## src/sv/lslf_pkg.sv

```systemverilog
package lslf_pkg;

   localparam int OUT_BITS  = 32;
   localparam int FRAC_BITS = 16;
   localparam int SEL_BITS  = 3;

   localparam logic [1:0] STATUS_OK         = 2'd0;
   localparam logic [1:0] STATUS_DEGENERATE = 2'd1;
   localparam logic [1:0] STATUS_SATURATED  = 2'd2;
   localparam logic [1:0] STATUS_DROPPED    = 2'd3;

   // product order: n*sxy, sx*sy, n*sxx, sx*sx, sxx*sy, sx*sxy
   localparam logic [SEL_BITS-1:0] PROD_N_SXY   = 3'd0;
   localparam logic [SEL_BITS-1:0] PROD_SX_SY   = 3'd1;
   localparam logic [SEL_BITS-1:0] PROD_N_SXX   = 3'd2;
   localparam logic [SEL_BITS-1:0] PROD_SX_SX   = 3'd3;
   localparam logic [SEL_BITS-1:0] PROD_SXX_SY  = 3'd4;
   localparam logic [SEL_BITS-1:0] PROD_SX_SXY  = 3'd5;

   localparam logic [SEL_BITS-1:0] DIV_SLOPE     = 3'd0;
   localparam logic [SEL_BITS-1:0] DIV_INTERCEPT = 3'd1;

   typedef struct packed {
      logic                accept;
      logic                mul_start;
      logic                mul_step;
      logic                mul_store;
      logic                div_start;
      logic                div_step;
      logic                div_store;
      logic                finish;
      logic [SEL_BITS-1:0] sel;
   } cmd_type;

   typedef struct packed {
      logic mul_done;
      logic div_done;
      logic den_bad;
   } status_type;

endpackage

```

## src/sv/lslf_ctrl.sv

```systemverilog
module lslf_ctrl (
   input  logic                clock,
   input  logic                reset,
   input  logic                start,
   input  logic                req_last_point,
   input  lslf_pkg::status_type status,
   output lslf_pkg::cmd_type   cmd,
   output logic                busy
);

   localparam logic [3:0] ST_IDLE      = 4'd0;
   localparam logic [3:0] ST_DRAIN     = 4'd1;
   localparam logic [3:0] ST_MUL_LOAD  = 4'd2;
   localparam logic [3:0] ST_MUL_RUN   = 4'd3;
   localparam logic [3:0] ST_MUL_STORE = 4'd4;
   localparam logic [3:0] ST_DIV_LOAD  = 4'd5;
   localparam logic [3:0] ST_DIV_RUN   = 4'd6;
   localparam logic [3:0] ST_DIV_STORE = 4'd7;
   localparam logic [3:0] ST_FINISH    = 4'd8;

   logic [3:0]                    state_ff, state_in;
   logic [lslf_pkg::SEL_BITS-1:0] idx_ff, idx_in;

   always_ff @(posedge clock) begin
      if (reset) begin
         state_ff <= ST_IDLE;
         idx_ff   <= '0;
      end else begin
         state_ff <= state_in;
         idx_ff   <= idx_in;
      end
   end

   always_comb begin
      state_in = state_ff;
      idx_in   = idx_ff;
      cmd      = '0;
      cmd.sel  = idx_ff;
      case (state_ff)
         ST_IDLE: begin
            if (start) begin
               cmd.accept = 1'b1;
               if (req_last_point) begin
                  state_in = ST_DRAIN;
               end
            end
         end
         ST_DRAIN: begin
            idx_in   = lslf_pkg::PROD_N_SXY;
            state_in = ST_MUL_LOAD;
         end
         ST_MUL_LOAD: begin
            cmd.mul_start = 1'b1;
            state_in      = ST_MUL_RUN;
         end
         ST_MUL_RUN: begin
            if (status.mul_done) begin
               state_in = ST_MUL_STORE;
            end else begin
               cmd.mul_step = 1'b1;
            end
         end
         ST_MUL_STORE: begin
            cmd.mul_store = 1'b1;
            if (idx_ff == lslf_pkg::PROD_SX_SXY) begin
               idx_in   = lslf_pkg::DIV_SLOPE;
               state_in = status.den_bad ? ST_FINISH : ST_DIV_LOAD;
            end else begin
               idx_in   = idx_ff + 1'b1;
               state_in = ST_MUL_LOAD;
            end
         end
         ST_DIV_LOAD: begin
            cmd.div_start = 1'b1;
            state_in      = ST_DIV_RUN;
         end
         ST_DIV_RUN: begin
            if (status.div_done) begin
               state_in = ST_DIV_STORE;
            end else begin
               cmd.div_step = 1'b1;
            end
         end
         ST_DIV_STORE: begin
            cmd.div_store = 1'b1;
            if (idx_ff == lslf_pkg::DIV_INTERCEPT) begin
               state_in = ST_FINISH;
            end else begin
               idx_in   = lslf_pkg::DIV_INTERCEPT;
               state_in = ST_DIV_LOAD;
            end
         end
         ST_FINISH: begin
            cmd.finish = 1'b1;
            state_in   = ST_IDLE;
         end
         default: begin
            state_in = ST_IDLE;
         end
      endcase
   end

   assign busy = (state_ff != ST_IDLE);

endmodule

```

## config.mk

```make
export PLATFORM = sky130hd
export DESIGN_NAME = lslf_ctrl
export DESIGN_NICKNAME = d
export VERILOG_FILES = /design/src/sv/lslf_pkg.sv /design/src/sv/lslf_ctrl.sv
export SDC_FILE = /design/constraint.sdc
export NUM_CORES = 1
export LEC_CHECK = 0
export ABC_AREA = 1
export BUFFER_PORTS_ARGS = -buffer_cell sky130_fd_sc_hd__buf_2
export CORE_MARGIN = 8
export CORE_UTILIZATION = 35
export DETAILED_ROUTE_END_ITERATION = 7
export GPL_TIMING_DRIVEN = 0
export PLACE_DENSITY = 0.65
export SYNTH_ARGS = -nofsm -noshare
export SYNTH_HDL_FRONTEND = slang
export SYNTH_SLANG_ARGS = --single-unit
```

## constraint.sdc

```tcl
create_clock -name clock -period 1.64 [get_ports clock]
set_clock_uncertainty 0.15 [all_clocks]
set_input_delay 0.328 -clock clock [delete_from_list [all_inputs] [get_ports clock]]
set_output_delay 0.328 -clock clock [all_outputs]
set_load 0.1 [all_outputs]
```

; ---- Yosys cells after proc, flatten, opt, wreduce, memory -nomap -nowiden
; Cells that the tools add are included.
[totals]
ramBits = 0
latchBits = 0
romBits = 0
out_inout_bits = 12
input_bits = 7
memories = 0
reg_bits = 7
wordCells = 45
[op_classes]
n_mux = 22
addsub = 1
n_lt_le_gt_ge = 0
n_eq_ne = 15
bitwise = 0
n_div = 0
shifts = 0
n_reduce_logical = 5
mul = 0
[op_table]
columns = cell, n
row1 = $pmux 4 s8, 1
row2 = $mux 4, 7
row3 = $eq 4x3->1 const B, 4
row4 = $mux 1, 11
row5 = $ne 2x2->1 const B, 5
row6 = $pmux 3 s3, 1
row7 = $eq 4x2->1 const B, 2
row8 = $mux 3, 2
row9 = $eq 4x1->1 const B, 1
row10 = $eq 4x4->1 const B, 1
row11 = $logic_not 4->1, 1
row12 = $reduce_and 4->1, 1
row13 = $reduce_bool 4->1, 1
row14 = $add 3x1->3 const B, 1
row15 = $eq 3x1->1 const B, 1
row16 = $eq 3x3->1 const B, 1
row17 = $reduce_bool 3->1, 1
row18 = $reduce_and 2->1, 1

; ---- Depth between registers and ports, before layout
[logic_depth]
depth_word = 3
mapped_depth = 8
mapped_depth_nobuf = 8

; ---- Least setup slack after synthesis
; Ideal clock, no wire load.
[synth_timing]
kind = register to output
start = reg state_ff[0]
end = out cmd[10] in the netlist's numbering
path_stages_with_launch = 4
path_slack_ps = -1503
n_path_buf = 0
t_arrival_ps = 2665
cell_sequence = dfxtp_1 > nor2_2 > nand2_1 > nor2_1
[synth_rtl]
columns = element, line_no
row1 = from (decl), lslf_ctrl.sv:21  ; logic [3:0] state_ff, state_in;
row2 = from (signal assigned), lslf_ctrl.sv:29  ; state_ff <= state_in;
row3 = to (decl), lslf_ctrl.sv:7  ; output lslf_pkg::cmd_type cmd,

==> metrics.md <==
| Metric | Value |
|---|---|
| 1st-pass router iterations | `4` |
| CTS buffer count | `3` |
| Combinational Power Share | `39.3%` |
| Full die area | `3020 um^2` |
| Register area share after synthesis | `26.4%` |
| Synthesized flop and latch total | `7` |
| Worst Setup Start Kind | `flop` |
| Final Cycle Share | `106%` |
| Initial DRC Count | `23` |
| Slew Viols, Final | `0` |
| Setup crit end kind | `primary output` |
| IO Port Bufs | `18` |
| Clk_lat worst skew | `roughly 0.25 ns` |
| Arrival time worst endpoint | `1.26 ns` |
| Flop pwr share | `32.9%` |
| Flop2flop setup slack | `0.07 ns` |
| Top post-synthesis cells by area | `dfxtp_1, nand3_1, nand2_1, inv_1, a21oi_1` |
| Overall Global Routing Usage | `11.7%` |
| Largest fanout on the critical path | `4` |
| Peak Freq | `575 MHz` |
| Measured slew at the worst slew-check pin | `~0.49 ns` |
| Via density | `4.98` |
| Hold crit path type | `in -> reg` |
| H-tree Lvls | `1` |
| Final Hold Viols | `0` |
| Worst hold slack | `0.168 ns` |
| RSZ-0062 raised after global routing | `yes` |
| Antenna violations before repair | `0` |
| Starting Density | `36.1%` |
| Failing checks | `negative setup slack` |
| Yosys warns | `0` |
| Net Sw Frac | `36.1%` |
| P&R area growth vs syn | `103%` |
| Row count | `14` |
| Core Area | `1470 um^2` |
| Dpl hpwl | `1120 um` |
| Clock sinks | `7` |
| CTS max path bufs | `2` |
| Number of global-route vias before repair | `approximately 660` |
| WL/cell | `about 13 um` |
| Final WS setup | `-0.0984 ns` |
| Power Dens Cells | `508 nW/um^2` |
| Max_slew headroom | `between 60% and 70%` |
| Final ANT Viol Nets | `0` |
| DRC | `0` |
| Pre-CTS WS | `-0.169 ns` |
| Total chip power | `about 0.55 mW` |
| Largest net degree at the start of global routing | `8` |
| RePlAce Congestion | `~0.80` |
| DRT Wirelength | `~1900 um` |
| Total congestion overflow | `0` |
| Status | `finished with violations` |
| Global-route wire length before repair | `2660 um` |
| TritonCTS clock tree | `yes` |
| Final core occ | `73.3%` |
| Number of diodes | `0` |
| Period minus WS final | `~1.7 ns` |
| Layout Nets | `132` |
| Mapped Area | `532 um^2` |
| Die height | `around 55 um` |
| Worst vdd ir | `0.000339 V` |
| Switch Pwr | `~0.2 mW` |
| Pleak | `0.496 nW` |
| Yosys top cell by area | `dfxtp_1` |
| Post-CTS Hold Fix Bufs | `0` |
| Clock network power share | `27.8%` |
| Root Buffer | `clkbuf_4` |
| CTS clk-pin slew, worst paths | `~0.050 ns` |
| Die X-Extent | `55.0 um` |
| Required @ worst endpoint | `1.16 ns` |
| Syn_area_per_cell | `6.33 um^2` |
| Critical Setup Path Class | `reg -> out` |
| Top cell type's share of synthesized area | `26.4%` |
| Pint | `0.351 mW` |
| Num ports | `19` |
| Share of cells above drive strength 1 | `62.1%` |
| Max_cap viols | `0` |
| Finish-stage setup viols | `6` |
| Yosys cell types | `21` |
| Syn Inst Count | `84` |
| Syn nets | `91` |
| Via Count | `697` |
-- synthesized netlist by cell type --
library cell / count
inv_1: 12
a21oi_1: 8
dfxtp_1: 7
nand2_2: 4
o2111ai_1: 1
nor3_1: 1
nand3_2: 1
buf_4: 1
nand2_1: 13
nand3_1: 12
nand3b_1: 1
nand2_4: 1
nand3b_2: 1
nor2_2: 2
xor2_1: 1
nor2_4: 2
o21ai_1: 1
clkinv_4: 1
nor2_1: 10
inv_2: 3
o21ai_0: 1
-- final timing paths --
check,startpoint,to,cells after the start
max reg2reg,state_ff[1]$_SDFFE_PP0P_,state_ff[2]$_SDFFE_PP0P_,10
max,state_ff[2]$_SDFFE_PP0P_,cmd[5],5
min,reset,state_ff[0]$_SDFFE_PP0P_,2
min reg2reg,idx_ff[1]$_SDFFE_PP0P_,idx_ff[1]$_SDFFE_PP0P_,2
-- state kept, by name, summed over array words and instances (netlist names) --
signal	cells
state_ff	4
idx_ff	3
-- cell type report --
type / instances / area, um^2
multi-input combinational: 60 / 413
fill: 114 / 393
timing repair buffer: 36 / 375
sequential: 7 / 159
inverter: 16 / 77.6
clock buffer: 4 / 26.3
tap: 16 / 20.0
buffer: 1 / 7.51
-- worst max-delay path, stage by stage, from the launching register on --
cell,delay (ns)
dfxtp_4,0.39
inv_2,0.05
nor2_4,0.09
nand3b_1,0.18
clkinvlp_4,0.14
buf_12,0.17
-- cell families after synthesis --
family	Yosys count	share of synthesized area, %
buffers and inverters	17	13.6
flip-flops	7	26.4
AO/OA/AOI/OAI	11	11.1
AND/OR/NAND/NOR	48	47.3
XOR/XNOR	1	1.65
-- per-layer routing --
layer  GRT usage, %  up-vias  wire length (um)
li1               -      350                 -
met1           13.2      315               740
met2           19.4       26               971
met3           2.14        6                95
met4           8.40        0                46
met5              0        -                 0
-- layout by cell type, fill, tap and decap left out, types with 2 or more instances in the layout --
cell type    n
buf_12       9
buf_2        9
clkinvlp_4   2
nand3_1     12
clkbuf_4     3
nand2_1     10
inv_2        4
nand2_4      3
buf_4       15
dfxtp_2      3
buf_6        4
dfxtp_4      4
nor2_1       6
nor2_4       7
a21oi_2      2
inv_1        7
a21oi_1      6
nand2_2      4
inv_4        2
-- timing repair --
| item | 4_1_cts | 5_1_grt |
|---|---|---|
| gates resized for setup | 39 | 14 |
| pin swaps | 7 | 7 |
| endpoints found under the setup margin | 9 | 9 |
| setup buffers | 9 | 9 |
-- power groups by stage --
stage	Sequential (mW)	Combinational, mW	Clock, mW
finish	0.181	0.215	0.152
global route	0.181	0.226	0.172
CTS	0.178	0.175	0.164
detailed placement	0.185	0.141	0
global placement	0.185	0.141	0
floorplan	0.184	0.118	0
-- metrics by stage --
step                      instances  area [um^2]  TNS, ns
after detailed placement        118          723   -0.364
after floorplan                  84          613   -0.412
after CTS                       131          957   -0.412
after global routing            140         1080   -0.854
after global placement          118          723   -0.308
final                           140         1080   -0.395
Power figures use the tool's default switching activity.
