--- src/sv/lslf_pkg.sv ---
package lslf_pkg;

   localparam int OUT_BITS  = 32;
   localparam int FRAC_BITS = 16;
   localparam int SEL_BITS  = 3;

   localparam logic [1:0] STATUS_OK         = 2'd0;
   localparam logic [1:0] STATUS_DEGENERATE = 2'd1;
   localparam logic [1:0] STATUS_SATURATED  = 2'd2;
   localparam logic [1:0] STATUS_DROPPED    = 2'd3;

   // product order: n*sxy, sx*sy, n*sxx, sx*sx, sxx*sy, sx*sxy
   localparam logic [SEL_BITS-1:0] PROD_N_SXY   = 3'd0;
   localparam logic [SEL_BITS-1:0] PROD_SX_SY   = 3'd1;
   localparam logic [SEL_BITS-1:0] PROD_N_SXX   = 3'd2;
   localparam logic [SEL_BITS-1:0] PROD_SX_SX   = 3'd3;
   localparam logic [SEL_BITS-1:0] PROD_SXX_SY  = 3'd4;
   localparam logic [SEL_BITS-1:0] PROD_SX_SXY  = 3'd5;

   localparam logic [SEL_BITS-1:0] DIV_SLOPE     = 3'd0;
   localparam logic [SEL_BITS-1:0] DIV_INTERCEPT = 3'd1;

   typedef struct packed {
      logic                accept;
      logic                mul_start;
      logic                mul_step;
      logic                mul_store;
      logic                div_start;
      logic                div_step;
      logic                div_store;
      logic                finish;
      logic [SEL_BITS-1:0] sel;
   } cmd_type;

   typedef struct packed {
      logic mul_done;
      logic div_done;
      logic den_bad;
   } status_type;

endpackage

--- src/sv/lslf_datapath.sv ---
module lslf_datapath #(
   parameter int MAX_POINTS  = 1024,
   parameter int SAMPLE_BITS = 16
) (
   input  logic                          clock,
   input  logic                          reset,
   input  lslf_pkg::cmd_type             cmd,
   input  logic signed [SAMPLE_BITS-1:0] req_point_x,
   input  logic signed [SAMPLE_BITS-1:0] req_point_y,
   output lslf_pkg::status_type          status,
   output logic                          rsp_strobe,
   output logic [lslf_pkg::OUT_BITS-1:0] rsp_slope,
   output logic [lslf_pkg::OUT_BITS-1:0] rsp_intercept,
   output logic [1:0]                    rsp_fit_status
);

   localparam int S    = SAMPLE_BITS;
   localparam int CW   = $clog2(MAX_POINTS + 1);
   localparam int SXW  = S + CW;
   localparam int SPW  = 2 * S + CW;
   localparam int OW   = SPW;
   localparam int PW   = 2 * OW;
   localparam int SH   = lslf_pkg::FRAC_BITS + 1;
   localparam int DW   = PW + SH + 1;
   localparam int CNTW = $clog2(DW + 1);
   localparam int OB   = lslf_pkg::OUT_BITS;

   // accumulate pipeline
   logic                   pipe_valid_ff;
   logic signed [S-1:0]    x_ff, y_ff;
   logic signed [2*S-1:0]  xy_ff, xx_ff, xy_in, xx_in;
   logic [CW-1:0]          count_ff;
   logic signed [SXW-1:0]  sx_ff, sy_ff;
   logic signed [SPW-1:0]  sxy_ff, sxx_ff;
   logic                   ovf_ff, sat_ff;

   // shared step counter
   logic [CNTW-1:0]        cnt_ff;

   // serial multiplier
   logic signed [OW-1:0]   a_op, b_op;
   logic [OW-1:0]          a_mag, b_mag, b_ff;
   logic [PW-1:0]          sh_ff, acc_ff, prod;
   logic                   mneg_ff;
   logic signed [PW-1:0]   term_ff, num_ff, den_ff, inum_ff, diff;

   // serial divider
   logic signed [PW-1:0]   dv;
   logic [PW-1:0]          dmag;
   logic [DW-1:0]          d_ff, v_ff, q_ff;
   logic [DW:0]            rem_ff, r2;
   logic                   dneg_ff, hi_nz, qsat;
   logic [OB-1:0]          qval, slope_ff, icpt_ff;

   logic                   rsp_strobe_ff;
   logic [OB-1:0]          rsp_slope_ff, rsp_icpt_ff;
   logic [1:0]             rsp_status_ff;

   assign xy_in = req_point_x * req_point_y;
   assign xx_in = req_point_x * req_point_x;

   always_ff @(posedge clock) begin
      if (reset) begin
         pipe_valid_ff <= 1'b0;
      end else begin
         pipe_valid_ff <= cmd.accept;
      end
      if (cmd.accept) begin
         x_ff  <= req_point_x;
         y_ff  <= req_point_y;
         xy_ff <= xy_in;
         xx_ff <= xx_in;
      end
   end

   always_ff @(posedge clock) begin
      if (reset || cmd.finish) begin
         count_ff <= '0;
         sx_ff    <= '0;
         sy_ff    <= '0;
         sxy_ff   <= '0;
         sxx_ff   <= '0;
         ovf_ff   <= 1'b0;
      end else if (pipe_valid_ff) begin
         if (count_ff < CW'(MAX_POINTS)) begin
            count_ff <= count_ff + 1'b1;
            sx_ff    <= sx_ff + SXW'(x_ff);
            sy_ff    <= sy_ff + SXW'(y_ff);
            sxy_ff   <= sxy_ff + SPW'(xy_ff);
            sxx_ff   <= sxx_ff + SPW'(xx_ff);
         end else begin
            ovf_ff <= 1'b1;
         end
      end
   end

   always_comb begin
      a_op = OW'(sx_ff);
      b_op = OW'(sxy_ff);
      case (cmd.sel)
         lslf_pkg::PROD_N_SXY: begin
            a_op = $signed(OW'(count_ff));
            b_op = OW'(sxy_ff);
         end
         lslf_pkg::PROD_SX_SY: begin
            a_op = OW'(sx_ff);
            b_op = OW'(sy_ff);
         end
         lslf_pkg::PROD_N_SXX: begin
            a_op = $signed(OW'(count_ff));
            b_op = OW'(sxx_ff);
         end
         lslf_pkg::PROD_SX_SX: begin
            a_op = OW'(sx_ff);
            b_op = OW'(sx_ff);
         end
         lslf_pkg::PROD_SXX_SY: begin
            a_op = OW'(sxx_ff);
            b_op = OW'(sy_ff);
         end
         lslf_pkg::PROD_SX_SXY: begin
            a_op = OW'(sx_ff);
            b_op = OW'(sxy_ff);
         end
         default: begin
            a_op = OW'(sx_ff);
            b_op = OW'(sxy_ff);
         end
      endcase
   end

   assign a_mag = a_op[OW-1] ? OW'(-a_op) : OW'(a_op);
   assign b_mag = b_op[OW-1] ? OW'(-b_op) : OW'(b_op);
   assign prod  = mneg_ff ? PW'(-acc_ff) : acc_ff;
   assign diff  = term_ff - $signed(prod);

   always_ff @(posedge clock) begin
      if (cmd.mul_start || cmd.div_start) begin
         cnt_ff <= '0;
      end else if (cmd.mul_step || cmd.div_step) begin
         cnt_ff <= cnt_ff + 1'b1;
      end
      if (cmd.mul_start) begin
         sh_ff   <= PW'(a_mag);
         b_ff    <= b_mag;
         acc_ff  <= '0;
         mneg_ff <= a_op[OW-1] ^ b_op[OW-1];
      end else if (cmd.mul_step) begin
         if (b_ff[0]) begin
            acc_ff <= acc_ff + sh_ff;
         end
         sh_ff <= {sh_ff[PW-2:0], 1'b0};
         b_ff  <= {1'b0, b_ff[OW-1:1]};
      end
      if (cmd.mul_store) begin
         if (!cmd.sel[0]) begin
            term_ff <= $signed(prod);
         end else begin
            case (cmd.sel[2:1])
               2'd0:    num_ff  <= diff;
               2'd1:    den_ff  <= diff;
               default: inum_ff <= diff;
            endcase
         end
      end
   end

   assign status.mul_done = (cnt_ff == CNTW'(OW));
   assign status.div_done = (cnt_ff == CNTW'(DW));
   assign status.den_bad  = den_ff[PW-1] || (den_ff == '0);

   assign dv   = (cmd.sel == lslf_pkg::DIV_SLOPE) ? num_ff : inum_ff;
   assign dmag = dv[PW-1] ? PW'(-dv) : PW'(dv);
   assign r2   = {rem_ff[DW-1:0], d_ff[DW-1]};

   always_ff @(posedge clock) begin
      if (cmd.div_start) begin
         d_ff    <= {1'b0, dmag, SH'(0)} + DW'(unsigned'(den_ff));
         v_ff    <= {SH'(0), den_ff, 1'b0};
         rem_ff  <= '0;
         q_ff    <= '0;
         dneg_ff <= dv[PW-1];
      end else if (cmd.div_step) begin
         d_ff <= {d_ff[DW-2:0], 1'b0};
         if (r2 >= {1'b0, v_ff}) begin
            rem_ff <= r2 - {1'b0, v_ff};
            q_ff   <= {q_ff[DW-2:0], 1'b1};
         end else begin
            rem_ff <= r2;
            q_ff   <= {q_ff[DW-2:0], 1'b0};
         end
      end
   end

   assign hi_nz = |q_ff[DW-1:OB];

   always_comb begin
      if (dneg_ff) begin
         qsat = hi_nz || (q_ff[OB-1:0] > {1'b1, (OB-1)'(0)});
         qval = qsat ? {1'b1, (OB-1)'(0)} : OB'(-q_ff[OB-1:0]);
      end else begin
         qsat = hi_nz || q_ff[OB-1];
         qval = qsat ? {1'b0, {(OB-1){1'b1}}} : q_ff[OB-1:0];
      end
   end

   always_ff @(posedge clock) begin
      if (reset || cmd.finish) begin
         sat_ff <= 1'b0;
      end else if (cmd.div_store && qsat) begin
         sat_ff <= 1'b1;
      end
      if (cmd.div_store) begin
         if (cmd.sel == lslf_pkg::DIV_SLOPE) begin
            slope_ff <= qval;
         end else begin
            icpt_ff <= qval;
         end
      end
   end

   always_ff @(posedge clock) begin
      if (reset) begin
         rsp_strobe_ff <= 1'b0;
      end else begin
         rsp_strobe_ff <= cmd.finish;
      end
      if (cmd.finish) begin
         if (status.den_bad) begin
            rsp_slope_ff  <= '0;
            rsp_icpt_ff   <= '0;
            rsp_status_ff <= lslf_pkg::STATUS_DEGENERATE;
         end else begin
            rsp_slope_ff <= slope_ff;
            rsp_icpt_ff  <= icpt_ff;
            if (ovf_ff) begin
               rsp_status_ff <= lslf_pkg::STATUS_DROPPED;
            end else if (sat_ff) begin
               rsp_status_ff <= lslf_pkg::STATUS_SATURATED;
            end else begin
               rsp_status_ff <= lslf_pkg::STATUS_OK;
            end
         end
      end
   end

   assign rsp_strobe     = rsp_strobe_ff;
   assign rsp_slope      = rsp_slope_ff;
   assign rsp_intercept  = rsp_icpt_ff;
   assign rsp_fit_status = rsp_status_ff;

endmodule

--- config.mk ---
export PLATFORM = sky130hd
export DESIGN_NAME = lslf_datapath
export DESIGN_NICKNAME = d
export VERILOG_FILES = /design/src/sv/lslf_pkg.sv /design/src/sv/lslf_datapath.sv
export SDC_FILE = /design/constraint.sdc
export NUM_CORES = 2
export LEC_CHECK = 0
export BUFFER_PORTS_ARGS = -buffer_cell sky130_fd_sc_hd__buf_2
export CELL_PAD_IN_SITES_DETAIL_PLACEMENT = 0
export CELL_PAD_IN_SITES_GLOBAL_PLACEMENT = 1
export CORE_MARGIN = 2
export CORE_UTILIZATION = 41
export DETAILED_ROUTE_END_ITERATION = 8
export PLACE_DENSITY = 0.8
export SYNTH_ARGS = -nofsm -noshare
export SYNTH_HDL_FRONTEND = slang
export SYNTH_SLANG_ARGS = --single-unit
--- constraint.sdc ---
create_clock -name clock -period 10.55 [get_ports clock]
set_input_delay 0.5275 -clock clock [delete_from_list [all_inputs] [get_ports clock]]
set_output_delay 0.5275 -clock clock [all_outputs]
set_load 0.05 [all_outputs]
# Word-level counts from Yosys, hierarchy flattened
# Index checks and enable logic that the tools add are counted.
[totals] regBits=1347 in_bits=45 out_inout_bits=70 word_cells=113
[op_classes] n_bitwise=5 add_sub_neg=15 mul=2 mux=21 n_reduce_logical=26 order_cmp=3 n_eq_ne=7
[op_table] cell="$mux 104" n=3
[op_table] cell="$mux 43" n=6
[op_table] cell="$mux 86" n=3
[op_table] cell="$neg 86->86" n=2
[op_table] cell="$pmux 43 s3" n=1
[op_table] cell="$ge 105x87->1" n=1
[op_table] cell="$add 103x86->104" n=1
[op_table] cell="$sub 104x87->104" n=1
[op_table] cell="$mux 32" n=3
[op_table] cell="$add 43x32->43" n=2
[op_table] cell="$add 86x86->86" n=1
[op_table] cell="$logic_not 86->1" n=1
[op_table] cell="$neg 43->43" n=2
[op_table] cell="$pmux 43 s2" n=1
[op_table] cell="$sub 86x86->86" n=1
[op_table] cell="$reduce_or 72->1" n=1
[op_table] cell="$mul 16x16->32" n=2
[op_table] cell="$add 27x16->27" n=2
[op_table] cell="$gt 32x32->1 const B" n=1
[op_table] cell="$neg 32->32" n=1
[op_table] cell="$reduce_and 2->1" n=6
[op_table] cell="$add 11x1->11 const B" n=1
[op_table] cell="$lt 11x11->1 const B" n=1
[op_table] cell="$reduce_and 3->1" n=3
[op_table] cell="17 further kinds" n=32

# Depth between registers and ports, before layout
[logic_depth] depth_word=6 depth_mapped=33 ltp_nobuf=28

# Least setup slack after synthesis
# Ideal clock, no wire load.
[synth_path] path_kind="input -> register" from="input cmd[0] (netlist bit)" to="register num_ff[0] (enable)" path_buffers=5 stages=7 path_slack_ns=2.243 arrival_time_ns=7.672 cell_sequence="buf_6 -> buf_2 -> buf_1 -> buf_2 -> buf_1 -> nand2_1 -> nor3_1"
[synth_via] elab_chain_len=1
[synth_rtl] item="start, declared" line="lslf_datapath.sv:7" text="input lslf_pkg::cmd_type cmd,"
[synth_rtl] item="$reduce_and 3->1 (no line)"
[synth_rtl] item="end signal, assigned" line="lslf_datapath.sv:160" text="2'd0: num_ff <= diff;"
[synth_rtl] item="end, declared" line="lslf_datapath.sv:45" text="logic signed [PW-1:0] term_ff, num_ff, den_ff, inum_ff, diff;"
# No other way between the ends.
# A chain may end at the register's enable or synchronous reset.

# Worst setup path in the final report
[layout_path] from="input req_point_x[3]" to="register xx_ff[31], data pin"
[layout_via] elab_chain_len=1
[layout_rtl] item="start, declared" line="lslf_datapath.sv:8" text="input logic signed [SAMPLE_BITS-1:0] req_point_x,"
[layout_rtl] item="$mul 16x16->32" line="lslf_datapath.sv:60" text="assign xx_in = req_point_x * req_point_x;"
[layout_rtl] item="net xx_in[31]" line="lslf_datapath.sv:31" text="logic signed [2*S-1:0] xy_ff, xx_ff, xy_in, xx_in;"
[layout_rtl] item="end signal, assigned" line="lslf_datapath.sv:72" text="xx_ff <= xx_in;"
[layout_rtl] item="end, declared" line="lslf_datapath.sv:31"
# The timed path passes the listed nets, and every way through them passes these cells.

==> summary.md <==
| Metric | Value |
|---|---|
| Setup slack, reg-to-reg | `about 3.6 ns` |
| Synth area leader | `edfxtp_1` |
| Final Setup Violations | `0` |
| VDD IR-drop max | `slightly above 600 µV` |
| CTS sink cnt | `~1300` |
| P per Cell Area | `254 nW/µm²` |
| DP Wirelength | `just over 200000 µm` |
| Hold Crit Class | `input pin to register` |
| Placed Area | `roughly 110000 µm²` |
| Clock Skews | `about 0.039 ns` |
| Port-buffer cells | `between 100 and 150` |
| Top Metal Used | `met5` |
| Vias | `79200` |
| Setup Buffers After CTS | `0` |
| Post-synth EDFFs | `~850` |
| Mapped Cells | `~11000` |
| First-pass GRT wire length | `around 430000 µm` |
| Final hold viol count | `0` |
| Unrepaired setup endpoints after global routing | `no` |
| Top cell type's share of synthesized area | `24.9%` |
| Total wire length | `roughly 270000 µm` |
| Core region area | `around 250000 µm²` |
| Final core occ | `44.8%` |
| CP endpoint kind | `register` |
| Type of element launching the critical path | `input pin` |
| Die X | `~500 µm` |
| R2R depth | `26` |
| 1st-iter DRT viols | `6361` |
| Max FO, Critical Path | `29` |
| CTS Buf Count | `154` |
| Sequential-to-total area share from yosys stat | `about a third` |
| Commonest cells after routing, fill and taps aside | `nand2_1, inv_1, edfxtp_1` |
| Row cnt | `roughly 180` |
| Worst Path Arrival | `about 8.1 ns` |
| Hold path depth | `2` |
| Worst Path Required | `roughly 11 ns` |
| Fin crit share | `a little under three quarters` |
| Routed Antenna Nets | `0` |
| Worst setup startpoint | `req_point_x[3]` |
| Finished layout cell area | `111000 µm²` |
| Period minus WS final | `about 7.5 ns` |
| Hold EP | `rem_ff[26]` |
| Fmax | `around 130 MHz` |
| Clk pin slew, worst setup/hold paths | `roughly 0.060 ns` |
| Met2 WL | `~130000 µm` |
| Vias in the first global route | `slightly below 80000` |
| Layout cell share with drive strength beyond 1 | `under 10%` |
| Routed WL per cell | `~19 µm` |
| Ys flop type | `edfxtp_1` |
| Kind of critical path | `input pin to register` |
| DR DRC count | `0` |
| Crit Reg-Reg Startpoint | `acc_ff[2]` |
| Flops & latches, synth | `around 1300` |
| Synthesized area per cell | `9.28 µm²` |
| Initial Util | `around two fifths` |
| Largest cells by area after synthesis | `edfxtp_1, fa_1, dfxtp_1` |
| Synth unique cells | `105` |
| Initial antenna violation count | `8` |
| Post-CTS Resized | `0` |
| IO Count | `about 120` |
| Final #Nets | `about 12000` |
| 1st-pass router iterations | `9` |
| Fill cells | `around 23000` |
| Total track usage | `approximately a fifth` |
| Total grt overflow | `0` |
| Reg area | `between 30000 and 40000 µm²` |
| Worst reg2reg path endpoint | `inum_ff[84]` |
| CTS tree | `done` |
| Asr flop ratio synth | `0%` |
| Post-Syn Area | `slightly above 100000 µm²` |
| Status | `complete, no violations` |
| Largest buffer count on any clock path | `3` |
| Setup TNS | `0 ns` |
| Hold_sp | `cmd[6]` |
| Routability Congestion | `roughly 0.93` |
| Clk root buf | `clkbuf_16` |
| Max-cap viol count | `0` |
| Vias per cell | `between 5 and 6` |
| Warnings from Yosys | `0` |
| Net count after synthesis | `between 10000 and 15000` |
| Max-slew violation count | `0` |
| Multi-input logic area | `about 61000 µm²` |
| Least-Margin Pin Slew | `1.20 ns` |
| P_leak | `between 0.04 and 0.05 µW` |
| WHS | `slightly below 0.1 ns` |
| Skew-Pair Late Insertion Delay | `roughly 0.84 ns` |
| H-tree Lvls | `4` |
| Die height | `roughly 500 µm` |
| Largest net degree at the start of global routing | `190` |
| Routed wl met3 | `12500 µm` |
| Worst slew margin | `between 10% and 20%` |
| Area grow syn2layout | `8.91%` |
| DIE AREA | `~250000 µm²` |
| CTS Hold Bufs | `2` |
| Met1 WL | `roughly 120000 µm` |
| Most common cell after layout, fill and taps aside | `nand2_1` |
==> synthesized netlist by cell type, types with 20 or more instances <==
library cell,number
nor2b_1,78
a211oi_1,68
nor3b_1,22
or4_1,34
and3_1,74
nor2_1,800
nand3_1,172
mux2i_1,258
a21oi_1,822
or3_1,94
nand3b_1,20
edfxtp_1,846
mux2_2,132
o311ai_0,30
nand2_1,1171
a31oi_1,86
o22a_1,25
o31ai_1,79
o41ai_1,28
o211ai_1,47
nand4_1,105
xor2_1,268
or2_2,53
o21bai_1,78
buf_1,38
clkbuf_1,415
o22ai_1,33
fa_1,503
nand2b_1,96
dfxtp_1,499
nor4_1,101
nor3_1,182
and2_1,256
a311oi_1,90
xnor2_1,483
inv_1,1025
a22oi_1,26
ha_1,646
o21a_1,61
o21ai_0,440
a21o_1,330
a21boi_0,29
==> layer usage <==
| metal | up-vias | global-route usage [%] |
|---|---|---|
| met2 | 2032 | 35.6 |
| met1 | 38400 | 28.7 |
| met5 | - | 0 |
| li1 | 38300 | - |
| met3 | 415 | 2.37 |
| met4 | 6 | 5.73 |
==> flip-flops by register name, indices dropped and copies added, names as in the netlist, 86 cells and up <==
signal and count:
inum_ff 86, v_ff 86, num_ff 86, rem_ff 104
q_ff 104, den_ff 86, sh_ff 86, term_ff 86
d_ff 104, acc_ff 86
==> report_power, final <==
part | switching (µW) | total [µW] | internal, µW
combinational | 8700 | 15100 | 6410
sequential | 395 | 7360 | 6970
clock | 2380 | 5730 | 3350
==> kinds of logic after synthesis <==
logic type	after synthesis	share of synthesized area (%)
AOI/OAI and AO/OA	2512	15.9
xor gates and xnor gates	751	6.45
muxes	390	3.99
DFF	1345	34.7
adders and majority gates	1149	17.8
and+or+nand+nor	3329	15.5
buffers and inverters	1504	5.60
==> worst max-delay path, stage by stage <==
cell and delay (ns):
buf_2 0.59, clkinv_1 0.57, nor2_1 0.34, fa_1 0.45, inv_1 0.08, fa_1 0.44, fa_1 0.49, fa_1 0.50
inv_1 0.06, fa_1 0.54, inv_1 0.06, fa_1 0.53, inv_1 0.04, ha_1 0.33, nand3_1 0.16, o311ai_0 0.52
nand2_1 0.18, o2111a_1 0.32, o31ai_1 0.46, o211a_1 0.25, o21a_1 0.13, o21a_1 0.13, o21ai_0 0.09, o21ai_0 0.22
xnor2_1 0.08
==> worst max-delay path by stage <==
stage / endpoint / slack [ns] / cells after the start
2_1_floorplan: num_ff[0] / 2.24 / 7
3_3_place_gp: xx_ff[31] / 2.13 / 25
3_5_place_dp: xx_ff[31] / 2.13 / 25
4_1_cts: xx_ff[31] / 3.00 / 25
5_1_grt: xx_ff[31] / 2.60 / 25
6_report: xx_ff[31] / 3.02 / 25
==> through the flow <==
step | power, µW | setup slack [ns] | std cells
finish | 28200 | 3.02 | 14300
global route | 30700 | 2.60 | 14300
CTS | 28400 | 3.00 | 14300
detailed placement | 22500 | 2.13 | 14000
global placement | 22300 | 2.13 | 14000
floorplan | 19100 | 2.24 | 11000
==> final cells by class <==
type / instances / area share, %
multi-input combinational: 8131 / 54.9
sequential: 1345 / 31.9
clock buffer: 189 / 3.78
tap: 3330 / 3.75
inverter: 1029 / 3.48
clock inverter: 100 / 1.16
timing repair buffer: 179 / 1.03
antenna: 2 / 0.00451
Note: power is estimated with default switching activity, not from simulation.
